### config.mk
export PLATFORM = sky130hd
export DESIGN_NAME = block_edge_deblock_filter_top
export DESIGN_NICKNAME = d
export VERILOG_FILES = /design/src/rtl/dbf_pkg.sv /design/src/rtl/dbf_front.sv /design/src/rtl/dbf_decide.sv /design/src/rtl/dbf_apply.sv /design/src/rtl/block_edge_deblock_filter_top.sv
export SDC_FILE = /design/constraint.sdc
export NUM_CORES = 1
export LEC_CHECK = 0
export ABC_AREA = 1
export ABC_CLOCK_PERIOD_IN_PS = 20700
export BUFFER_PORTS_ARGS = -buffer_cell sky130_fd_sc_hd__buf_2
export CORE_UTILIZATION = 55
export DETAILED_ROUTE_END_ITERATION = 6
export GPL_TIMING_DRIVEN = 0
export PLACE_DENSITY = 0.74
export SYNTH_ARGS = -nofsm -noshare
export SYNTH_HDL_FRONTEND = slang
export SYNTH_SLANG_ARGS = --single-unit
export TNS_END_PERCENT = 100
### constraint.sdc
create_clock -name clock -period 20.7 [get_ports clock]
set_input_delay 4.14 -clock clock [delete_from_list [all_inputs] [get_ports clock]]
set_output_delay 4.14 -clock clock [all_outputs]
set_load 0.05 [all_outputs]
### src/rtl/dbf_pkg.sv
// ============================================================================
// dbf_pkg: shared types and constants of the block edge deblocking filter
// Pixel line layout, stage payloads, register indexes and result path codes.
// ============================================================================
package dbf_pkg;

   localparam int PIX_W   = 8;
   localparam int SIDE_N  = 6;
   localparam int NUM_PIX = 2 * SIDE_N;
   localparam int LINE_W  = SIDE_N * PIX_W;
   localparam int QP_W    = 5;
   localparam int WIN_N   = 6;
   localparam int WIN_LEN = 7;
   localparam int WIN_W   = 11;
   localparam int ACT_W   = 12;
   localparam int MAG_W   = ACT_W - 1;
   localparam int PATH_W  = 2;
   localparam int CSR_IDX_W = 1;

   // pixel index 6+i holds pixel i, for i in -6..5; the edge lies between 5 and 6
   localparam int EDGE_LO  = 5;
   localparam int EDGE_HI  = 6;
   localparam int HARD_LO  = 3;

   localparam logic [PATH_W-1:0] PATH_NONE = 2'd0;
   localparam logic [PATH_W-1:0] PATH_HARD = 2'd1;
   localparam logic [PATH_W-1:0] PATH_SOFT = 2'd2;

   localparam logic [CSR_IDX_W-1:0] CSR_HARD_THR = 1'd0;
   localparam logic [CSR_IDX_W-1:0] CSR_SOFT_THR = 1'd1;

   localparam logic [PIX_W-1:0] HARD_THR_RST = 8'd4;
   localparam logic [PIX_W-1:0] SOFT_THR_RST = 8'd4;

   localparam logic [WIN_W-1:0] AVG_ROUND  = 11'd4;
   localparam logic [13:0]      CORR_ROUND = 14'd32;

   typedef logic [NUM_PIX-1:0][PIX_W-1:0] pix_arr_type;
   typedef logic [WIN_N-1:0][WIN_W-1:0]   win_arr_type;
   typedef logic [WIN_N-1:0][PIX_W-1:0]   avg_arr_type;

   typedef struct packed {
      logic [PIX_W-1:0] hard_thr;
      logic [PIX_W-1:0] soft_thr;
   } csr_type;

   typedef struct packed {
      logic [LINE_W-1:0] before_pixels;
      logic [LINE_W-1:0] after_pixels;
      logic [QP_W-1:0]   quant_param;
      logic              hard_mode;
   } req_type;

   typedef struct packed {
      pix_arr_type             pix;
      logic [QP_W-1:0]         quant_param;
      logic                    hard_mode;
      logic                    hard_ok;
      logic                    soft_thr_ok;
      logic signed [ACT_W-1:0] a0;
      logic signed [ACT_W-1:0] a1;
      logic signed [ACT_W-1:0] a2;
      win_arr_type             win;
   } front_type;

   typedef struct packed {
      pix_arr_type             pix;
      avg_arr_type             avg;
      logic [MAG_W-1:0]        amag;
      logic                    a0_pos;
      logic signed [PIX_W-1:0] half_step;
      logic [PATH_W-1:0]       path;
   } decide_type;

   typedef struct packed {
      logic [LINE_W-1:0] before_out;
      logic [LINE_W-1:0] after_out;
      logic [PATH_W-1:0] path_taken;
   } rsp_type;

endpackage

### src/rtl/dbf_front.sv
// ============================================================================
// dbf_front: first pipeline stage
// Unpacks the line, forms the edge step tests, the weighted activities and
// the six seven-pixel window sums.
// ============================================================================
module dbf_front (
   input  logic               clock,
   input  logic               reset,
   input  logic               in_valid,
   output logic               in_ready,
   input  dbf_pkg::req_type   in_data,
   input  dbf_pkg::csr_type   csr,
   output logic               out_valid,
   input  logic               out_ready,
   output dbf_pkg::front_type out_data
);
   import dbf_pkg::*;

   logic      valid_ff;
   logic      valid_in;
   front_type data_ff;
   front_type data_in;

   logic signed [PIX_W:0] step;
   logic [PIX_W-1:0]      abs_step;
   logic [WIN_W-1:0]      acc;

   function automatic logic signed [ACT_W-1:0] weigh52(
      input logic [PIX_W-1:0] xp,
      input logic [PIX_W-1:0] xn,
      input logic [PIX_W-1:0] yp,
      input logic [PIX_W-1:0] yn
   );
      logic signed [ACT_W-1:0] x;
      logic signed [ACT_W-1:0] y;
      x = $signed({{(ACT_W-PIX_W){1'b0}}, xp}) - $signed({{(ACT_W-PIX_W){1'b0}}, xn});
      y = $signed({{(ACT_W-PIX_W){1'b0}}, yp}) - $signed({{(ACT_W-PIX_W){1'b0}}, yn});
      return (x <<< 2) + x + (y <<< 1);
   endfunction

   always_comb begin
      data_in = '0;
      acc     = '0;
      for (int k = 0; k < SIDE_N; k++) begin
         data_in.pix[EDGE_LO-k] = in_data.before_pixels[PIX_W*k +: PIX_W];
         data_in.pix[EDGE_HI+k] = in_data.after_pixels[PIX_W*k +: PIX_W];
      end
      step     = $signed({1'b0, data_in.pix[EDGE_HI]}) - $signed({1'b0, data_in.pix[EDGE_LO]});
      abs_step = step[PIX_W] ? PIX_W'(-step) : step[PIX_W-1:0];

      data_in.quant_param = in_data.quant_param;
      data_in.hard_mode   = in_data.hard_mode;
      data_in.hard_ok     = (abs_step > csr.hard_thr) &&
                            (abs_step < {{(PIX_W-QP_W){1'b0}}, in_data.quant_param});
      data_in.soft_thr_ok = abs_step > csr.soft_thr;
      data_in.a0 = weigh52(data_in.pix[6], data_in.pix[5], data_in.pix[4], data_in.pix[7]);
      data_in.a1 = weigh52(data_in.pix[4], data_in.pix[3], data_in.pix[2], data_in.pix[5]);
      data_in.a2 = weigh52(data_in.pix[8], data_in.pix[7], data_in.pix[6], data_in.pix[9]);

      for (int j = 0; j < WIN_N; j++) begin
         acc = '0;
         for (int i = 0; i < WIN_LEN; i++) begin
            acc = acc + {{(WIN_W-PIX_W){1'b0}}, data_in.pix[j+i]};
         end
         data_in.win[j] = acc;
      end
   end

   assign in_ready  = !valid_ff || out_ready;
   assign valid_in  = in_ready ? in_valid : valid_ff;
   assign out_valid = valid_ff;
   assign out_data  = data_ff;

   always_ff @(posedge clock) begin
      if (reset) begin
         valid_ff <= 1'b0;
      end else begin
         valid_ff <= valid_in;
      end
   end

   always_ff @(posedge clock) begin
      if (in_valid && in_ready) begin
         data_ff <= data_in;
      end
   end

endmodule

### src/rtl/dbf_decide.sv
// ============================================================================
// dbf_decide: second pipeline stage
// Chooses the filter path, forms the hard filter averages and the soft
// filter activity difference and half step.
// ============================================================================
module dbf_decide (
   input  logic                clock,
   input  logic                reset,
   input  logic                in_valid,
   output logic                in_ready,
   input  dbf_pkg::front_type  in_data,
   output logic                out_valid,
   input  logic                out_ready,
   output dbf_pkg::decide_type out_data
);
   import dbf_pkg::*;

   logic       valid_ff;
   logic       valid_in;
   decide_type data_ff;
   decide_type data_in;

   logic [MAG_W-1:0]        ab0;
   logic [MAG_W-1:0]        ab1;
   logic [MAG_W-1:0]        ab2;
   logic [MAG_W-1:0]        ab_min;
   logic signed [ACT_W-1:0] act_diff;
   logic                    act_ok;
   logic                    act_pos;
   logic signed [PIX_W:0]   neg_step;
   logic [WIN_W-1:0]        avg_sum;

   function automatic logic [MAG_W-1:0] mag(input logic signed [ACT_W-1:0] x);
      return x[ACT_W-1] ? MAG_W'(-x) : x[MAG_W-1:0];
   endfunction

   always_comb begin
      data_in = '0;
      avg_sum = '0;
      ab0     = mag(in_data.a0);
      ab1     = mag(in_data.a1);
      ab2     = mag(in_data.a2);
      ab_min  = (ab1 < ab2) ? ab1 : ab2;
      act_diff = $signed({1'b0, ab0}) - $signed({1'b0, ab_min});
      act_pos  = !act_diff[ACT_W-1] && (act_diff != '0);
      act_ok   = ab0 < {{(MAG_W-QP_W-3){1'b0}}, in_data.quant_param, 3'b000};
      neg_step = $signed({1'b0, in_data.pix[EDGE_LO]}) - $signed({1'b0, in_data.pix[EDGE_HI]});

      for (int j = 0; j < WIN_N; j++) begin
         avg_sum = in_data.win[j] + {{(WIN_W-PIX_W){1'b0}}, in_data.pix[HARD_LO+j]} + AVG_ROUND;
         data_in.avg[j] = avg_sum[WIN_W-1:3];
      end

      data_in.pix       = in_data.pix;
      data_in.amag      = act_diff[MAG_W-1:0];
      data_in.a0_pos    = !in_data.a0[ACT_W-1] && (in_data.a0 != '0);
      data_in.half_step = neg_step[PIX_W:1];

      if (in_data.hard_mode) begin
         data_in.path = in_data.hard_ok ? PATH_HARD : PATH_NONE;
      end else begin
         data_in.path = (in_data.soft_thr_ok && act_ok && act_pos) ? PATH_SOFT : PATH_NONE;
      end
   end

   assign in_ready  = !valid_ff || out_ready;
   assign valid_in  = in_ready ? in_valid : valid_ff;
   assign out_valid = valid_ff;
   assign out_data  = data_ff;

   always_ff @(posedge clock) begin
      if (reset) begin
         valid_ff <= 1'b0;
      end else begin
         valid_ff <= valid_in;
      end
   end

   always_ff @(posedge clock) begin
      if (in_valid && in_ready) begin
         data_ff <= data_in;
      end
   end

endmodule

### src/rtl/dbf_apply.sv
// ============================================================================
// dbf_apply: third pipeline stage and output register
// Forms the clamped soft correction, writes the filtered pixels and packs
// the result item.
// ============================================================================
module dbf_apply (
   input  logic                clock,
   input  logic                reset,
   input  logic                in_valid,
   output logic                in_ready,
   input  dbf_pkg::decide_type in_data,
   output logic                out_valid,
   input  logic                out_ready,
   output dbf_pkg::rsp_type    out_data
);
   import dbf_pkg::*;

   logic    valid_ff;
   logic    valid_in;
   rsp_type data_ff;
   rsp_type data_in;
   logic    load;

   logic [13:0]           corr_prod;
   logic [PIX_W-1:0]      corr_mag;
   logic signed [9:0]     corr_raw;
   logic signed [9:0]     half10;
   logic signed [9:0]     corr;
   pix_arr_type           opix;
   logic [LINE_W-1:0]     orig_before;
   logic [LINE_W-1:0]     orig_after;

   always_comb begin
      corr_prod = {1'b0, in_data.amag, 2'b00} + {3'b000, in_data.amag} + CORR_ROUND;
      corr_mag  = corr_prod[13:6];
      corr_raw  = in_data.a0_pos ? -$signed({2'b00, corr_mag}) : $signed({2'b00, corr_mag});
      half10    = $signed({{2{in_data.half_step[PIX_W-1]}}, in_data.half_step});

      if (!half10[9]) begin
         if (half10 >= corr_raw) begin
            corr = (corr_raw > 10'sd0) ? corr_raw : 10'sd0;
         end else begin
            corr = half10;
         end
      end else begin
         if (corr_raw > 10'sd0) begin
            corr = 10'sd0;
         end else begin
            corr = (corr_raw > half10) ? corr_raw : half10;
         end
      end

      opix = in_data.pix;
      case (in_data.path)
         PATH_HARD: begin
            for (int j = 0; j < WIN_N; j++) begin
               opix[HARD_LO+j] = in_data.avg[j];
            end
         end
         PATH_SOFT: begin
            opix[EDGE_LO] = in_data.pix[EDGE_LO] - corr[PIX_W-1:0];
            opix[EDGE_HI] = in_data.pix[EDGE_HI] + corr[PIX_W-1:0];
         end
         default: begin
         end
      endcase

      data_in = '0;
      orig_before = '0;
      orig_after  = '0;
      for (int k = 0; k < SIDE_N; k++) begin
         data_in.before_out[PIX_W*k +: PIX_W] = opix[EDGE_LO-k];
         data_in.after_out[PIX_W*k +: PIX_W]  = opix[EDGE_HI+k];
         orig_before[PIX_W*k +: PIX_W]        = in_data.pix[EDGE_LO-k];
         orig_after[PIX_W*k +: PIX_W]         = in_data.pix[EDGE_HI+k];
      end
      data_in.path_taken = in_data.path;
   end

   assign in_ready  = !valid_ff || out_ready;
   assign valid_in  = in_ready ? in_valid : valid_ff;
   assign load      = in_valid && in_ready;
   assign out_valid = valid_ff;
   assign out_data  = data_ff;

   always_ff @(posedge clock) begin
      if (reset) begin
         valid_ff <= 1'b0;
      end else begin
         valid_ff <= valid_in;
      end
   end

   always_ff @(posedge clock) begin
      if (load) begin
         data_ff <= data_in;
      end
   end

   a_none_passes: assert property (@(posedge clock) disable iff (reset)
      (load && in_data.path == PATH_NONE) |=>
         (data_ff.before_out == $past(orig_before) && data_ff.after_out == $past(orig_after)))
      else $error("unfiltered item altered");

   a_soft_edge_only: assert property (@(posedge clock) disable iff (reset)
      (load && in_data.path == PATH_SOFT) |=>
         (data_ff.before_out[LINE_W-1:PIX_W] == $past(orig_before[LINE_W-1:PIX_W]) &&
          data_ff.after_out[LINE_W-1:PIX_W] == $past(orig_after[LINE_W-1:PIX_W])))
      else $error("soft filter touched pixels away from the edge");

   a_hard_inner_only: assert property (@(posedge clock) disable iff (reset)
      (load && in_data.path == PATH_HARD) |=>
         (data_ff.before_out[LINE_W-1:3*PIX_W] == $past(orig_before[LINE_W-1:3*PIX_W]) &&
          data_ff.after_out[LINE_W-1:3*PIX_W] == $past(orig_after[LINE_W-1:3*PIX_W])))
      else $error("hard filter touched outer pixels");

   a_reset_empties: assert property (@(posedge clock) reset |=> !valid_ff)
      else $error("output register holds an item after reset");

endmodule

### src/rtl/block_edge_deblock_filter_top.sv
// ============================================================================
// block_edge_deblock_filter_top: deblocking filter for one pixel line
// Filters a twelve pixel line across a block edge, hard or soft.
// ============================================================================
// Use: present a line on the req_ channel (six pixels before the edge, six
// from the edge on, the quantiser and the hard mode flag); the filtered line
// and the path taken leave on the rsp_ channel, one result item per item, in
// order. Both channels use valid/ready.
// The result passes three register stages (step tests and window sums, path
// choice and averages, correction and output register) before rsp_valid.
// Throughput is one item per cycle while the receiver does not stall.
// The thresholds are written through csr_write_en/csr_index/csr_wdata; the user
// must do so while no item is in flight (not enforced); reset sets both to 4.
// Reset empties all stages. When the receiver stalls, the output register
// holds its item and earlier stages keep filling until each holds one item;
// req_ready then drops, and nothing is lost or repeated.
// ============================================================================
module block_edge_deblock_filter_top (
   input  logic                            clock,
   input  logic                            reset,
   input  logic                            req_valid,
   output logic                            req_ready,
   input  logic [dbf_pkg::LINE_W-1:0]      req_before_pixels,
   input  logic [dbf_pkg::LINE_W-1:0]      req_after_pixels,
   input  logic [dbf_pkg::QP_W-1:0]        req_quant_param,
   input  logic                            req_hard_mode,
   output logic                            rsp_valid,
   input  logic                            rsp_ready,
   output logic [dbf_pkg::LINE_W-1:0]      rsp_before_out,
   output logic [dbf_pkg::LINE_W-1:0]      rsp_after_out,
   output logic [dbf_pkg::PATH_W-1:0]      rsp_path_taken,
   input  logic                            csr_write_en,
   input  logic [dbf_pkg::CSR_IDX_W-1:0]   csr_index,
   input  logic [dbf_pkg::PIX_W-1:0]       csr_wdata
);
   import dbf_pkg::*;

   csr_type    csr_ff;
   csr_type    csr_in;
   req_type    req_data;
   front_type  front_data;
   decide_type decide_data;
   rsp_type    rsp_data;
   logic       front_valid;
   logic       front_ready;
   logic       decide_valid;
   logic       decide_ready;

   always_comb begin
      csr_in = csr_ff;
      if (csr_write_en) begin
         case (csr_index)
            CSR_HARD_THR: csr_in.hard_thr = csr_wdata;
            CSR_SOFT_THR: csr_in.soft_thr = csr_wdata;
            default: begin
            end
         endcase
      end
   end

   always_ff @(posedge clock) begin
      if (reset) begin
         csr_ff.hard_thr <= HARD_THR_RST;
         csr_ff.soft_thr <= SOFT_THR_RST;
      end else begin
         csr_ff <= csr_in;
      end
   end

   assign req_data.before_pixels = req_before_pixels;
   assign req_data.after_pixels  = req_after_pixels;
   assign req_data.quant_param   = req_quant_param;
   assign req_data.hard_mode     = req_hard_mode;

   dbf_front u_front (
      .clock     (clock),
      .reset     (reset),
      .in_valid  (req_valid),
      .in_ready  (req_ready),
      .in_data   (req_data),
      .csr       (csr_ff),
      .out_valid (front_valid),
      .out_ready (front_ready),
      .out_data  (front_data)
   );

   dbf_decide u_decide (
      .clock     (clock),
      .reset     (reset),
      .in_valid  (front_valid),
      .in_ready  (front_ready),
      .in_data   (front_data),
      .out_valid (decide_valid),
      .out_ready (decide_ready),
      .out_data  (decide_data)
   );

   dbf_apply u_apply (
      .clock     (clock),
      .reset     (reset),
      .in_valid  (decide_valid),
      .in_ready  (decide_ready),
      .in_data   (decide_data),
      .out_valid (rsp_valid),
      .out_ready (rsp_ready),
      .out_data  (rsp_data)
   );

   assign rsp_before_out = rsp_data.before_out;
   assign rsp_after_out  = rsp_data.after_out;
   assign rsp_path_taken = rsp_data.path_taken;

endmodule

# Yosys cells after proc, flatten, opt, wreduce, memory -nomap -nowiden
# Index checks and enable logic that the tools add are counted.
[totals]
reg_bits = 489
in_bits = 116
output_inout_bits = 100
[op_classes]
addsub = 72
order_cmp = 8
n_eq_ne = 2
muxes = 17
bitwise = 1
n_reduce_logical = 20
[ops]
columns = ["cell", "count"]
rows = [
  ["adder 11 x 8 -> 11 bit", 36],
  ["adder 12 bit", 6],
  ["subtractor 8 x 8 -> 9 bit", 8],
  ["adder 11 x 3 -> 11 bit (second input constant)", 6],
  ["adder 8 x 8 -> 9 bit", 6],
  ["two-way mux 8 bit", 6],
  ["two-way mux 11 bit", 4],
  ["negator 11 bit", 3],
  ["two-way mux 16 bit", 2],
  ["case mux 16 bit (2 select lines)", 1],
  ["nonzero test 12 bit", 2],
  ["greater-than comparator 8 bit", 2],
  ["adder 13 x 11 -> 14 bit", 1],
  ["adder 14 x 6 -> 14 bit (second input constant)", 1],
  ["subtractor 11 x 11 -> 12 bit", 1],
  ["less-than comparator 11 bit", 1],
  ["less-than comparator 11 x 8 -> 1 bit", 1],
  ["greater-or-equal comparator 8 x 10 -> 1 bit", 1],
  ["greater-than comparator 10 x 1 -> 1 bit (second input constant)", 1],
  ["greater-than comparator 10 x 8 -> 1 bit", 1],
  ["two-way mux 10 bit", 1],
  ["negator 8 -> 10 bit", 1],
  ["adder 8 bit", 1],
  ["logical AND 1 bit", 8],
  ["other kinds (11)", 19],
]

# Logic depth before layout (Yosys ltp)
# Gate-level depths: netlist (run 1).
[logic_depth]
ltp_word = 10
depth_mapped = 48
mapped_depth_nobuf = 47

# Modules after synthesis
# From an unflattened synthesis (run 1), not the netlist that was laid out.
[hier_totals]
hier_cells = 3276
area_unflattened_um2 = 34185.3
[modules_own_cells]
columns = ["module", "n_inst", "cells_each", "area_each_um2", "seq_area_each_um2"]
rows = [
  ["dbf_front", 1, 1671, 18048.6, 6206.0],
  ["dbf_decide", 1, 923, 9646.8, 5004.8],
  ["dbf_apply", 1, 596, 5853.1, 2962.8],
  ["block_edge_deblock_filter_top", 1, 86, 636.9, 320.3],
]

# Worst setup path after synthesis (run 1)
# OpenSTA, ideal clock, no wires.
[synth_path]
path_kind = "input to register"
from = "in rsp_ready"
to = "reg u_apply.data_ff, in the netlist u_apply.out_data[0], enable pin"
setup_ns = 0.587
arrival_time_ns = 8.886
required_ns = 20.113
path_slack_ns = 11.228
stages = 2
n_path_buf = 0
cell_sequence = "inv_1 -> a21oi_1"
[synth_via]
elab_chain_cells = 2
[synth_lines]
columns = ["element", "line_no", "text"]
rows = [
  ["start: declaration", "block_edge_deblock_filter_top.sv:28", "input logic rsp_ready,"],
  ["logical OR 1 bit", "dbf_apply.sv:80", "assign in_ready = !valid_ff || out_ready;"],
  ["logical AND 1 bit", "dbf_apply.sv:82", "assign load = in_valid && in_ready;"],
  ["net u_apply.load", "dbf_apply.sv:22", "logic load;"],
  ["end signal: assignment", "dbf_apply.sv:96", "data_ff <= data_in;"],
  ["end: declaration", "dbf_apply.sv:20", "rsp_type data_ff;"],
]
# The timed path passes the listed nets, and every way through them passes these cells.
# A chain may end at the register's enable or synchronous reset.

# Worst setup path after layout (run 1)
[layout_path]
from = "in rsp_ready"
to = "out req_ready"
[layout_via]
elab_chain_cells = 3
[layout_lines]
columns = ["element", "line_no", "text"]
rows = [
  ["logical OR 1 bit", "dbf_apply.sv:80", ""],
  ["logical OR 1 bit", "dbf_decide.sv:66", "assign in_ready = !valid_ff || out_ready;"],
  ["logical OR 1 bit", "dbf_front.sv:69", "assign in_ready = !valid_ff || out_ready;"],
  ["end: declaration", "block_edge_deblock_filter_top.sv:22", "output logic req_ready,"],
]
# Every way passes these cells.

==> results of run 1 <==
stage by stage:
stage,total power [mW],cells,worst slack [ns],hold WS [ns]
finish,5.94,4059,11.69,0.414
global route,6.47,4058,11.63,0.417
CTS,5.96,4058,11.69,0.410
detailed placement,4.96,3962,11.29,0.405
global placement,4.85,3957,8.16,0.401
floorplan,4.12,2969,11.23,0.400
power by group:
group	total (mW)	leakage, nW	switching, mW	internal (mW)
registers	1.56	4.63	0.0871	1.48
logic	3.42	11.8	2.11	1.30
clock network	0.956	0.843	0.405	0.551
total	5.94	17.2	2.61	3.33
registers in the layout, indices dropped and copies added (netlist names):
signal and flops:
u_apply.out_valid 1, u_apply.out_data 98, u_decide.out_valid 1, u_front.out_data 206
u_front.out_valid 1, u_decide.out_data 166, csr_ff 16
cell usage in the layout, fill, tap and decap left out, types with 7 or more instances in the layout:
cell,instances
a21o_1,25
a21oi_1,217
buf_2,219
bufinv_16,7
clkbuf_1,20
clkbuf_16,51
clkinv_2,8
clkinvlp_4,8
dfxtp_1,19
edfxtp_1,470
fa_1,235
ha_1,370
inv_1,628
mux2_2,32
nand2_1,250
nand2_2,18
nand3_1,60
nor2_1,141
nor3_1,16
o211ai_1,7
o21ai_0,106
o21ai_1,9
o21bai_1,43
o31ai_1,9
xnor2_1,59
xor2_1,164
per-layer routing:
| layer | track usage, % | share of wire, % |
|---|---|---|
| met1 | 33.6 | 41 |
| met2 | 46.6 | 50 |
| met3 | 2.86 | 5.0 |
| met4 | 9.16 | 3.4 |
| met5 | 0 | 0 |
kinds of logic after synthesis:
group | Yosys count
buf+inv | 655
compound gates | 449
simple gates | 516
fa+ha+maj | 605
flops | 489
mux | 32
xor+xnor | 223
area by class of cell:
class / count / area share [%]
timing repair buffer: 220 / 3.19
clock buffer: 58 / 3.49
inverter: 636 / 6.44
tap: 773 / 2.59
clock inverter: 38 / 1.26
sequential: 489 / 38.8
buffer: 19 / 0.214
antenna: 1 / 0.00670
multi-input combinational: 1825 / 44.0
critical path: cells and delay by family:
kind                   cells  cell delay, ns
and+or+nand+nor            3            0.30
buffers and inverters      3            0.42
final timing paths:
path | endpoint | cells past startpoint | slack [ns]
max | req_ready | 6 | 11.69
min | u_decide.out_data[161] | 0 | 0.41
max reg2reg | u_apply.out_data[57] | 35 | 14.12
min reg2reg | u_decide.out_data[161] | 0 | 0.41
==> out/qor.yml, run 1 <==
synth:
  post-synth-top-count-cell: "inv_1"
  yosysWarnings: 0
  synth-async-reset-ratio_pct: 0
  synth_edf_count: 470
  syn-num-nets: 3690
  synth_top_family_by_area: "adder cells"
  syn_inst: 2969
  synth_fa_ha_area_share_pct: 27.9
  yosys.area_share.simple_pct: 6.63
  synth.area.top_cells: "edfxtp_1, fa_1, ha_1, inv_1, xor2_1"
  ys_seq_area_share_pct: 43.4
  ys_ff_latch: 489
  synth.area.mux_share_pct: 1.08
  synth_top_area_share_pct: 42.2
  synthXorXnorAreaFrac_pct: 5.85
  synth-compound-area-share_pct: 7.72
  synth_area_per_cell_um2: 11.3
  ys_top_cells_by_count: "inv_1, edfxtp_1, ha_1"
  yosys.area.top_type: "edfxtp_1"
  synth_top_flop_cell: "edfxtp_1"
  netlist_area_um2: 33400
  synth.distinct_cells: 52
floorplanning:
  dieArea_um2: 61700
  start_util_pct: 56.2
  pin_count: 216
  core_um2: 59500
  row_count: 89
  dieWidth_um: 248
  fp.dieH_um: 248
sta:
  grt_setup_unrepaired: "false"
  clock_skew_ns: 0.0500
  period_share_pct: 43.5
  setup_viol: 0
  period_needed_ns: 9.01
  tns_ns: 0
  maxSlewViolCount: 0
  max_freq_ghz: 0.111
  hold_viol: 0
  slew_headroom_pct: 26.9
  tightest_slew_ns: 1.10
clock_network:
  htreeDepth: 2
  cts_setup_buffers: 0
  cts_inserted_buffers: 51
  ctsHoldBuffers: 0
  clock_latency_ns: 0.62
  clk_pin_slew_ns: 0.07
  root_buffer: "clkbuf_16"
  clkSinkCount: 489
  cts_buffer_depth: 3
  cts_resized: 0
  tritoncts: "done"
setup_path:
  critical_path_class: "in -> out"
  cp_data_arrival_time_ns: 4.87
  cp_slowest_stage_delay_ns: 0.22
  startpoint: "rsp_ready"
  cpMaxStageDelayCell: "buf_2"
  worst_setup_path_start_kind: "primary input"
  critPathRequiredTime_ns: 16.56
  r2r_start: "u_decide.out_data[13]"
  crit_fanout: 3
  crit_chain: "buf_2 -> inv_1 -> nand2_1 -> nor2_1 -> nand2_1 -> buf_2"
  end_kind: "primary output"
placement:
  hpwl_mm: 64.8
  io_buffers: 215
  gp_congestion: 0.931
  post_dp_cell_area_um2: 35600
global_route:
  grt_pass1_wl_mm: 125
  track_usage_pct: 26.3
  grt_max_degree: 117
  antenna_found_initial: 0
  globalRoute.totalOverflow: 0
  grt_pass1_vias: 23054
detailed_routing:
  vias: 21669
  first_pass_iters: 5
  route.detailed.drc: 0
  totalWireLength_mm: 79.8
  antenna_left: 0
  vias_per_cell: 5.34
  routedWlPerCell_um: 19.7
  drtIter0Drc: 1269
pwr:
  p_per_area_nw_per_um2: 159
  ir_drop_v: 0.000125
  leakagePower_nw: 17.2
worst_hold_path:
  min_path_type: "reg -> reg"
  worst_hold_startpoint: "u_front.out_data[201]"
layout:
  finish.instance_area_um2: 37400
  final_util_pct: 62.8
  seqCellArea_um2: 14500
  fin_nets: 3963
  syn2layout_area_growth_pct: 11.9
  multiInputGateArea_um2: 16500
  fillers: 4668
  drive_gt1_share_pct: 11.9
run_status:
  outcome: "finished clean"
run:
  drv_cap: 0
Power figures use the tool's default switching activity.
==> run 2, diff against run 1 <==
--- a/config.mk
+++ b/config.mk
@@ -5,8 +5,8 @@
 export SDC_FILE = /design/constraint.sdc
 export NUM_CORES = 1
 export LEC_CHECK = 0
-export ABC_AREA = 1
-export ABC_CLOCK_PERIOD_IN_PS = 20700
+export ABC_AREA = 0
+export ABC_CLOCK_PERIOD_IN_PS = 9300
 export BUFFER_PORTS_ARGS = -buffer_cell sky130_fd_sc_hd__buf_2
 export CORE_UTILIZATION = 55
 export DETAILED_ROUTE_END_ITERATION = 6
==> constraint.sdc (replaced) <==
create_clock -name clock -period 9.3 [get_ports clock]
set_input_delay 1.86 -clock clock [delete_from_list [all_inputs] [get_ports clock]]
set_output_delay 1.86 -clock clock [all_outputs]
set_load 0.05 [all_outputs]
==> run 2 against run 1 <==
The flow now finishes with violations (DRC). Sequential cell count unchanged. Via count decreased by 2.4%. Core utilization increased by 0.24 points. Area after synthesis decreased by 0.62%. Non-clock buffer count increased by 25. Final cell count decreased by 4.6%. Final area increased by 0.20%. Wire length decreased by 1.7%. Critical endpoint is now u_apply.out_data[57]. Largest cell class unchanged.
==> out/qor.yml, run 2 <==
pwr:
  total_power_mw: 13.0  # +120%
  p_per_area_nw_per_um2: 348  # +120%
  ir_drop_v: 0.000251  # +100%
  leakagePower_nw: 16.5  # -4.2%
detailed_routing:
  vias_per_cell: 5.46  # +2.3%
  antenna_left: 0  # unchanged
  totalWireLength_mm: 78.5  # -1.7%
  route.detailed.drc: 16  # +16
  vias: 21144  # -2.4%
  drtIter0Drc: 1296  # +2.1%
  first_pass_iters: 7  # +2
  routedWlPerCell_um: 20.3  # +3.1%
synth:
  ys_ff_latch: 489  # unchanged
  synth_area_per_cell_um2: 12.0  # +6.5%
  ys_seq_area_share_pct: 43.7  # +0.27 points
  yosysWarnings: 0  # unchanged
  netlist_area_um2: 33200  # -0.62%
  synth_top_area_share_pct: 42.5  # +0.26 points
  yosys.area.top_type: "edfxtp_1"
  synth.area.top_cells: "edfxtp_1, fa_1, ha_1, inv_1, xnor2_1"
  synth_edf_count: 470  # unchanged
  ys_top_cells_by_count: "inv_1, edfxtp_1, ha_1"
  synth_top_flop_cell: "edfxtp_1"
  syn-num-nets: 3491  # -5.4%
  synth.distinct_cells: 64  # +23%
  synth-async-reset-ratio_pct: 0  # unchanged
  post-synth-top-count-cell: "inv_1"
  syn_inst: 2770  # -6.7%
sta:
  hold_viol: 0  # unchanged
  slew_headroom_pct: 13.4  # -14 points
  clock_skew_ns: 0.0503  # +0.000304 ns
  max_freq_ghz: 0.129
  maxSlewViolCount: 0  # unchanged
  setup_viol: 0  # unchanged
  grt_setup_unrepaired: "false"
  tightest_slew_ns: 1.30  # +0.203 ns
  period_share_pct: 83.1
  period_needed_ns: 7.73
  tns_ns: 0  # unchanged
  setup_ws_ns: 1.57  # -10.12 ns
clock_network:
  root_buffer: "clkbuf_16"
  cts_buffer_depth: 3  # unchanged
  cts_setup_buffers: 0  # unchanged
  ctsHoldBuffers: 0  # unchanged
  clkSinkCount: 489  # unchanged
  cts_resized: 0  # unchanged
  clock_latency_ns: 0.63  # about the same
  cts_inserted_buffers: 53  # +3.9%
  tritoncts: "done"
  htreeDepth: 2  # unchanged
  clk_pin_slew_ns: 0.06  # about the same
setup_path:
  crit_fanout: 10  # +7
  cp_data_arrival_time_ns: 8.19  # +3.32 ns
  crit_family: "compound AO/OA/AOI/OAI gates"
  cpMaxStageDelayCell: "or4_1"
  worst-path-stages: 32  # +26
  cp_slowest_stage_delay_ns: 0.49  # +0.27 ns
  critical_path_class: "reg -> reg"
  crit_buf_inv: 3  # unchanged
  r2r_cells: 32  # -8.6%
  worst_setup_path_start_kind: "flip-flop"
  critPathRequiredTime_ns: 9.76  # -6.80 ns
  end_kind: "flip-flop"
global_route:
  track_usage_pct: 26.3  # -0.028 points
  grt_pass1_wl_mm: 121  # -2.9%
  grt_max_degree: 32  # -73%
  antenna_found_initial: 2  # +2
  grt_pass1_vias: 22135  # -4.0%
  globalRoute.totalOverflow: 0  # unchanged
floorplanning:
  start_util_pct: 55.9  # -0.24 points
  row_count: 89  # unchanged
  core_um2: 59400  # -0.19%
  fp.dieH_um: 248  # -0.31%
  dieArea_um2: 61300  # -0.62%
  pin_count: 216  # unchanged
  dieWidth_um: 248  # -0.31%
layout:
  multiInputGateArea_um2: 16600  # +1.2%
  final_common_cell: "inv_1"
  seqCellArea_um2: 14500  # unchanged
  syn2layout_area_growth_pct: 12.8
  final_cell_mix: "inv_1, edfxtp_1, ha_1, fa_1, buf_2"
  drive_gt1_share_pct: 11.8  # -0.12 points
  fin_nets: 3777  # -4.7%
  fillers: 4558  # -2.4%
  finish.instance_area_um2: 37400  # +0.20%
  final_util_pct: 63.1  # +0.24 points
  largest_reg_flops: 206  # unchanged
run_status:
  outcome: "finished, violations left"
  violations: "DRC"
worst_hold_path:
  hold_depth: 0  # unchanged
  min_path_type: "reg -> reg"
run:
  drv_cap: 0  # unchanged
placement:
  gp_congestion: 0.909  # -2.3%
  place_ws_ns: 1.61  # -9.69 ns
  hpwl_mm: 63.5  # -2.0%
  io_buffers: 214  # -0.47%
  post_dp_cell_area_um2: 35600  # +0.12%
[run 2: worst paths after layout]
kind	end	slack, ns	from
worst max-delay path	u_apply.out_data[57]	1.57	u_decide.out_data[15]
worst max register to register	u_apply.out_data[57]	1.57	u_decide.out_data[15]
worst min-delay path	u_decide.out_data[161]	0.40	u_front.out_data[201]
worst min register to register	u_decide.out_data[161]	0.40	u_front.out_data[201]
[run 2: metal layers]
layer | vias up | GRT usage, % | wire [µm] | part of all wire [%]
met2 | 508 | 46.2 | 39600 | 50
met1 | 10461 | 34.2 | 33200 | 42
li1 | 10048 | - | - | -
met5 | - | 0 | 0 | 0
met4 | 0 | 7.51 | 2220 | 2.8
met3 | 127 | 3.21 | 3440 | 4.4
[run 2: worst register-to-register path: cells and delay by family, from the launching register on]
family          cells  cell delay (ns)
fa+ha+maj           4             1.21
simple gates       10             1.83
flops               1             0.42
buf+inv             3             0.64
xor+xnor            1             0.37
compound gates     14             3.12
[run 2: where the power goes]
group / internal (mW) / leakage, nW / switching, mW
registers: 3.26 / 4.63 / 0.201
logic: 3.11 / 11.0 / 4.27
clock network: 1.28 / 0.867 / 0.898
[run 2: final cells by class]
| class | count | share of cell area, % |
|---|---|---|
| Antenna cell | 2 | 0.0134 |
| Buffer | 33 | 0.341 |
| Clock buffer | 64 | 3.65 |
| Clock inverter | 32 | 1.17 |
| Inverter | 524 | 5.25 |
| Multi-Input combinational cell | 1724 | 44.5 |
| Sequential cell | 489 | 38.7 |
| Tap cell | 773 | 2.58 |
| Timing Repair Buffer | 231 | 3.83 |
[run 2: per-stage QoR]
step | cells | hold WS (ns)
after detailed placement | 3774 | 0.405
after floorplan | 2770 | 0.400
after CTS | 3870 | 0.403
final | 3872 | 0.402
after global placement | 3757 | 0.401
after global routing | 3871 | 0.416
[run 2: kinds of logic (layout without fill, tap and decap cells)]
family / Yosys count / after routing / synth area share (%)
XOR/XNOR: 210 / 210 / 5.54
AND/OR/NAND/NOR: 367 / 367 / 5.31
flip-flops: 489 / 489 / 43.7
buffers and inverters: 557 / 884 / 6.31
multiplexers: 44 / 44 / 1.45
AO/OA/AOI/OAI: 498 / 498 / 9.62
adder cells (fa/ha/maj): 605 / 605 / 28.1
other: 0 / 2 / 0
